--- config.mk ---
export PLATFORM = sky130hd
export DESIGN_NAME = grc_div
export DESIGN_NICKNAME = d
export VERILOG_FILES = /design/src/rtl/core/grc_pkg.sv /design/src/rtl/core/grc_div.sv
export SDC_FILE = /design/constraint.sdc
export NUM_CORES = 1
export LEC_CHECK = 0
export ABC_CLOCK_PERIOD_IN_PS = 7000
export BUFFER_PORTS_ARGS = -buffer_cell sky130_fd_sc_hd__buf_4
export CAP_MARGIN = 20
export CORE_ASPECT_RATIO = 1.4
export CORE_MARGIN = 4
export CORE_UTILIZATION = 50
export DETAILED_ROUTE_END_ITERATION = 6
export PLACE_DENSITY_LB_ADDON = 0.3
export SLEW_MARGIN = 20
export SYNTH_ARGS = -nofsm -noshare
export SYNTH_HDL_FRONTEND = slang
export SYNTH_SLANG_ARGS = --single-unit
--- constraint.sdc ---
create_clock -name i_clk -period 7 [get_ports i_clk]
set_input_delay 1.05 -clock i_clk [delete_from_list [all_inputs] [get_ports i_clk]]
set_output_delay 1.05 -clock i_clk [all_outputs]
set_load 0.02 [all_outputs]
--- src/rtl/core/grc_pkg.sv ---
`timescale 1ns / 1ps
// Shared constants, types and register codes of the grid ray caster.
// Used by grc_div, grc_walk and grid_raycast_column.
package grc_pkg;

    localparam int MAP_SIZE  = 32;
    localparam int MAP_BITS  = $clog2(MAP_SIZE);
    localparam int CW        = MAP_BITS + 2;
    localparam int POS_INT_W = 5;
    localparam int SCREEN_W  = 640;
    localparam int SCREEN_H  = 480;
    localparam int HALF_H    = SCREEN_H / 2;
    localparam int ROW_W     = 9;
    localparam int TEX_SIZE  = 64;
    localparam int TEX_BITS  = $clog2(TEX_SIZE);
    localparam int FRAC      = 16;

    localparam int DQ_W      = 33;
    localparam int DD_W      = 25;
    localparam int DIV_CNT_W = $clog2(DQ_W);
    localparam int SD_W      = 40;
    localparam int RAY_W     = 22;
    localparam int CAM_W     = 20;
    localparam int DIST_W    = 24;
    localparam int LH_W      = 25;
    localparam int TEX_W     = 23;

    localparam int CAM_SH    = 13;
    localparam int CAM_PW    = 31;
    localparam int CAM_MUL   = ((1 << (FRAC + 1 + CAM_SH)) + SCREEN_W - 1) / SCREEN_W;

    localparam logic [DQ_W-1:0]   DX_NUM   = DQ_W'(64'd1 << 32);
    localparam logic [DQ_W-1:0]   LH_NUM   = DQ_W'(SCREEN_H * 65536);
    localparam logic [DQ_W-1:0]   TS_NUM   = DQ_W'(TEX_SIZE * 65536);
    localparam logic [DIST_W-1:0] DIST_MAX = {DIST_W{1'b1}};

    typedef enum logic [2:0] {
        CFG_POS_X   = 3'd0,
        CFG_POS_Y   = 3'd1,
        CFG_DIR_X   = 3'd2,
        CFG_DIR_Y   = 3'd3,
        CFG_PLANE_X = 3'd4,
        CFG_PLANE_Y = 3'd5
    } t_cfg_idx;

    typedef struct packed {
        logic [DQ_W-1:0]      dx;
        logic [DQ_W-1:0]      dy;
        logic [SD_W-1:0]      sdx;
        logic [SD_W-1:0]      sdy;
        logic [POS_INT_W-1:0] mx;
        logic [POS_INT_W-1:0] my;
        logic                 neg_x;
        logic                 neg_y;
        logic                 vx;
        logic                 vy;
    } t_walk_init;

    typedef struct packed {
        logic            esc;
        logic            side;
        logic [SD_W-1:0] sdx;
        logic [SD_W-1:0] sdy;
        logic [3:0]      wall;
    } t_walk_res;

endpackage

--- src/rtl/core/grc_div.sv ---
`timescale 1ns / 1ps
// Radix-2 restoring divider, one quotient bit per cycle, shared by the cast sequencer.
// Depends on grc_pkg.
module grc_div (
    input  logic                      i_clk,
    input  logic                      i_rst_n,
    input  logic                      i_start,
    input  logic [grc_pkg::DQ_W-1:0]  i_num,
    input  logic [grc_pkg::DD_W-1:0]  i_den,
    output logic                      o_done,
    output logic [grc_pkg::DQ_W-1:0]  o_quo
);
    import grc_pkg::*;

    logic                 r_run;
    logic                 r_done;
    logic [DIV_CNT_W-1:0] r_cnt;
    logic [DD_W-1:0]      r_rem;
    logic [DD_W-1:0]      r_den;
    logic [DQ_W-1:0]      r_q;
    logic [DD_W:0]        trial;
    logic [DD_W:0]        diff;
    logic                 ge;

    assign trial = {r_rem, r_q[DQ_W-1]};
    assign ge    = trial >= {1'b0, r_den};
    assign diff  = trial - {1'b0, r_den};

    always_ff @(posedge i_clk) begin
        if (!i_rst_n) begin
            r_run  <= 1'b0;
            r_done <= 1'b0;
            r_cnt  <= '0;
        end else begin
            r_done <= 1'b0;
            if (i_start) begin
                r_run <= 1'b1;
                r_cnt <= '0;
                r_rem <= '0;
                r_den <= i_den;
                r_q   <= i_num;
            end else if (r_run) begin
                r_rem <= ge ? diff[DD_W-1:0] : trial[DD_W-1:0];
                r_q   <= {r_q[DQ_W-2:0], ge};
                r_cnt <= r_cnt + DIV_CNT_W'(1);
                if (r_cnt == DIV_CNT_W'(DQ_W - 1)) begin
                    r_run  <= 1'b0;
                    r_done <= 1'b1;
                end
            end
        end
    end

    assign o_done = r_done;
    assign o_quo  = r_q;

endmodule

# [After elaboration in Yosys (flattened, before gate mapping)]
# Cells that the tools add are included.
# W data, S select, Z words.
[word_totals] register_bits=91 out_inout_bits=34 wordCells=25 inputBits=61
[classes] order_cmp=1 n_reduce_logical=5 n_mux=8 addsub=2 eq_ne=1 bitwise_logic=2
[op_table] op="$mux W33" n=2
[op_table] op="$mux W25" n=2
[op_table] op="$ge A26 B25 Y1" n=1
[op_table] op="$sub A25 B25 Y25" n=1
[op_table] op="$add A6 B1 Y6 const B" n=1
[op_table] op="$eq A6 B6 Y1 const B" n=1
[op_table] op="$mux W1" n=4
[op_table] op="$reduce_and A2 Y1" n=2
[op_table] op="$reduce_or A3 Y1" n=1
[op_table] op="$not A1 Y1" n=2
[op_table] op="$reduce_bool A2 Y1" n=1
[op_table] op="$reduce_or A2 Y1" n=1

# [Logic depth before layout (Yosys ltp)]
[logic_depth] word_depth=4 mapped_depth=15 depth_no_buf=13

# [Worst setup path before layout]
# No wires, ideal clock.
[synth_timing] path_type="register to register" from="reg r_q[32] (netlist: o_quo[32])" to="reg r_rem[13] (data pin)" required_time_ps=6732 period_less_slack_ps=3197 slack_ps=3803 arrival_ps=2930 n_path_buf=1 stages_incl_launch_ff=15 cell_sequence="edfxtp_1 -> inv_1 -> ha_1 -> inv_1 -> fa_1 -> a211oi_2 -> o21bai_1 -> a21oi_4 -> o21ai_2 -> a2111oi_4 -> o21bai_2 -> a21bo_1 -> buf_6 -> mux2_4 -> nor2b_4"
[synth_between] elab_chain_cells=3
[synth_rtl] item="start, declared" line_no="grc_div.sv:20" rtl="logic [DQ_W-1:0] r_q;"
[synth_rtl] item="start signal, assigned" line_no="grc_div.sv:41" rtl="r_q <= i_num;"
[synth_rtl] item="start signal, assigned" line_no="grc_div.sv:44" rtl="r_q <= {r_q[DQ_W-2:0], ge};"
[synth_rtl] item="$sub A25 B25 Y25 or $ge A26 B25 Y1 (tied branches)" line_no="grc_div.sv:27, grc_div.sv:26"
[synth_rtl] item="$mux W25 *" line_no="grc_div.sv:43" rtl="r_rem <= ge ? diff[DD_W-1:0] : trial[DD_W-1:0];"
[synth_rtl] item="$mux W25 *" line_no="grc_div.sv:42" rtl="end else if (r_run) begin"
[synth_rtl] item="end signal, assigned" line_no="grc_div.sv:43"
[synth_rtl] item="end, declared" line_no="grc_div.sv:18" rtl="logic [DD_W-1:0] r_rem;"
# Every way passes the cells marked *; elsewhere a longest branch is shown, timed or not. The select of a mux whose other input is x is not followed.
# A chain may end at the register's enable or synchronous reset.

# [Worst setup path after layout]
[layout_timing] from="reg r_q[32] (netlist: o_quo[32])" to="reg r_rem[18] (data pin)"
# The elaborated chain is that of the path after synthesis.

==> impl_metrics.json <==
{
  "status": "finished clean",
  "antenna_found_initial": 0,
  "min_path_cells": 2,
  "dp_hpwl_um": 7600,
  "max_stage_delay_ps": 440,
  "crit_start": "o_quo[32]",
  "slew_violations": 0,
  "wl_per_cell_um": 16.4,
  "synth.avg_cell_area_um2": 12.4,
  "root_buffer": "clkbuf_16",
  "grtUsageTotal_pct": 18.4,
  "async_reset_ff_share_pct": 0,
  "syn_inst": 407,
  "rr_endpoint": "r_rem[18]",
  "wirelength_um": 10400,
  "worstPathRequired_ps": 7060,
  "vias": 3470,
  "synth_area_um2": 5050,
  "worstRegToRegCells": 14,
  "drv_cap": 0,
  "cts_tree": "done",
  "drive_gt1_share_pct": 31.9,
  "cts_buffers": 9,
  "hold_class": "reg2reg",
  "diodes": 0,
  "leakage_nw": 2.59,
  "ant_nets": 0,
  "die_x_um": 92.9,
  "cp.depth": 14,
  "avgViaCountPerCell": 5.45,
  "io_pins": 95,
  "cts_hold_buffers": 0,
  "setup_viol": 0,
  "grt_max_degree": 65,
  "fillers": 817,
  "critPathKind": "reg2reg",
  "crit_path_frequent_cell": "inv_1",
  "synth_area_leader_cell": "edfxtp_1",
  "synth_fp_nets": 496,
  "drc": 0,
  "post_layout_nonfiller_instances": 637,
  "overflow": 0,
  "clk_transition_reported_paths_ps": 70,
  "die_area_um2": 11800,
  "clk_latency_ps": 340,
  "numPlacedInstances": 621,
  "yosys_warnings": 0,
  "post-route-min-period_ps": 3520,
  "firstDrtPassIters": 4,
  "slew_headroom_pct": 36.9,
  "synth_cell_types": 51,
  "crit_buf_inv": 3,
  "start_kind": "flip-flop",
  "worstPathCellList": "inv_1 > ha_1 > inv_1 > fa_1 > a211oi_2 > o21bai_1 > a21oi_4 > o21ai_2 > a2111oi_4 > o21bai_2 > a21bo_1 > buf_4 > mux2i_1 > nor2_1",
  "cp_slowest_cell": "fa_1",
  "gr-usage-met2_pct": 31.6,
  "start_util_pct": 51.0,
  "yosysSeqAreaShare_pct": 52.6,
  "grt.busiest_layer": "met2",
  "fin_crit_sh_pct": 50.3,
  "synth_seq_cells": 91,
  "fmax_mhz": 284,
  "layout_common_cells": "buf_4, edfxtp_1, nor2_1, mux2_2, inv_1",
  "place.gp.congestion": 0.870,
  "r2r-start": "o_quo[32]",
  "hold_violations": 0,
  "grt_use_met1_pct": 20.6,
  "clockBufferDepth": 2,
  "nets": 586,
  "crit_fanout": 22,
  "synth_top_area_share_pct": 49.4,
  "port_buffers": 94,
  "synth_ff_type": "edfxtp_1",
  "grt_pass1_vias": 3707,
  "tns_ps": 0,
  "netlist_top_cells_area": "edfxtp_1, mux2_2, ha_1, mux2i_1, dfxtp_1",
  "ir_worst_vdd_v": 0.000132,
  "drtIter0Drc": 135,
  "core_um2": 9900,
  "tightestPinTransition_ps": 941,
  "rrSetupSlack_ps": 3480,
  "synth-edff-count": 83,
  "worstSetupEndpointType": "flip-flop",
  "cts_max_level": 3,
  "final_common_cell": "buf_4",
  "use_met3_pct": 6.47,
  "crit_arrival_ps": 3580,
  "post_cts_resized": 0,
  "floorplan.die.height_um": 127,
  "post_cts_buffers": 0,
  "rsz0062_at_grt": "false",
  "cellPowerDensity_nw_per_um2": 249,
  "syn_to_final_growth_pct": 21.3,
  "crit_family": "compound AO/OA/AOI/OAI gates",
  "rows": 43,
  "grt_pass1_wl_um": 17200,
  "critPathCapture": "r_rem[18]",
  "clock_sinks": 91,
  "finalClockSkew_ps": 10.3
}
==> cell usage after synthesis (3+ instances only) <==
library cell  number
o21ai_0            8
nand3_1            3
and4b_1            3
o21a_1             5
a21oi_1           17
xnor2_1           18
a21o_1            11
clkbuf_1          10
a31oi_1            7
nand2_1           15
buf_6              5
mux2i_1           20
nand4_1            7
ha_1              27
a211oi_1           4
dfxtp_1            8
o21bai_1           3
mux2_2            33
inv_1             33
edfxtp_1          83
o21ai_2            3
xor2_1             8
a211oi_2           6
nor2_1            39
==> kinds of logic (layout without fill, tap and decap cells) <==
logic type | count (synthesis) | after routing | share of synthesized area [%]
flip-flops | 91 | 91 | 52.6
multiplexers | 54 | 54 | 11.6
AND/OR/NAND/NOR | 79 | 79 | 7.59
buffers and inverters | 50 | 145 | 4.49
XOR/XNOR | 26 | 26 | 4.51
AO/OA/AOI/OAI | 79 | 79 | 12.1
adder cells (fa/ha/maj) | 28 | 28 | 7.09
==> routing by layer <==
metal,vias up,share of wire (%),wire (µm)
met2,103,50,5240
met4,0,2.0,211
met5,-,0,0
li1,1677,-,-
met1,1673,40,4200
met3,17,7.4,772
==> final cells by class <==
type | instances | area [µm²] | area share [%]
clock buffer | 12 | 258 | 4.21
sequential | 91 | 2650 | 43.3
multi-input combinational | 266 | 2170 | 35.4
inverter | 33 | 124 | 2.02
tap | 135 | 169 | 2.76
timing repair buffer | 96 | 721 | 11.8
clock inverter | 4 | 30.0 | 0.490
==> where the power goes <==
part,switching [mW],internal [mW],total [mW]
Combinational,0.200,0.178,0.378
Clock,0.210,0.265,0.475
Sequential,0.0221,0.648,0.670
Total,0.432,1.09,1.52
==> flip-flops by register name, summed over array words and instances (netlist names) <==
name	flops
r_den	25
o_quo	33
r_cnt	6
r_run	1
r_rem	25
o_done	1
==> through the flow <==
stage | hold slack [ps] | cell area [µm²] | setup slack (ps) | util (%) | total power [mW]
2_1_floorplan | 454 | 5050 | 3800 | - | 0.965
3_3_place_gp | 463 | 5830 | 3560 | 58.9 | 1.05
3_5_place_dp | 488 | 5830 | 3460 | 58.9 | 1.06
4_1_cts | 500 | 6120 | 3430 | 61.8 | 1.53
5_1_grt | 525 | 6120 | 3220 | 61.8 | 1.60
6_report | 498 | 6120 | 3480 | 61.8 | 1.52
==> worst reg2reg max path, stage by stage (launching register included) <==
cell       delay [ps]
edfxtp_1          410
inv_1              80
ha_1              160
inv_1              60
fa_1              440
a211oi_2          240
o21bai_1          150
a21oi_4           200
o21ai_2           110
a2111oi_4         320
o21bai_2          110
a21bo_1           370
buf_4             330
mux2i_1           230
nor2_1             60
==> worst min-delay path by stage <==
stage	startpoint	slack, ps	endpoint
floorplan	r_cnt[5]	450	r_cnt[5]
global placement	r_cnt[5]	460	r_cnt[5]
detailed placement	r_cnt[5]	490	r_cnt[5]
CTS	r_cnt[5]	500	r_cnt[5]
global route	r_cnt[5]	520	r_cnt[5]
finish	r_cnt[5]	500	r_cnt[5]
Note: power is estimated with default switching activity, not from simulation.
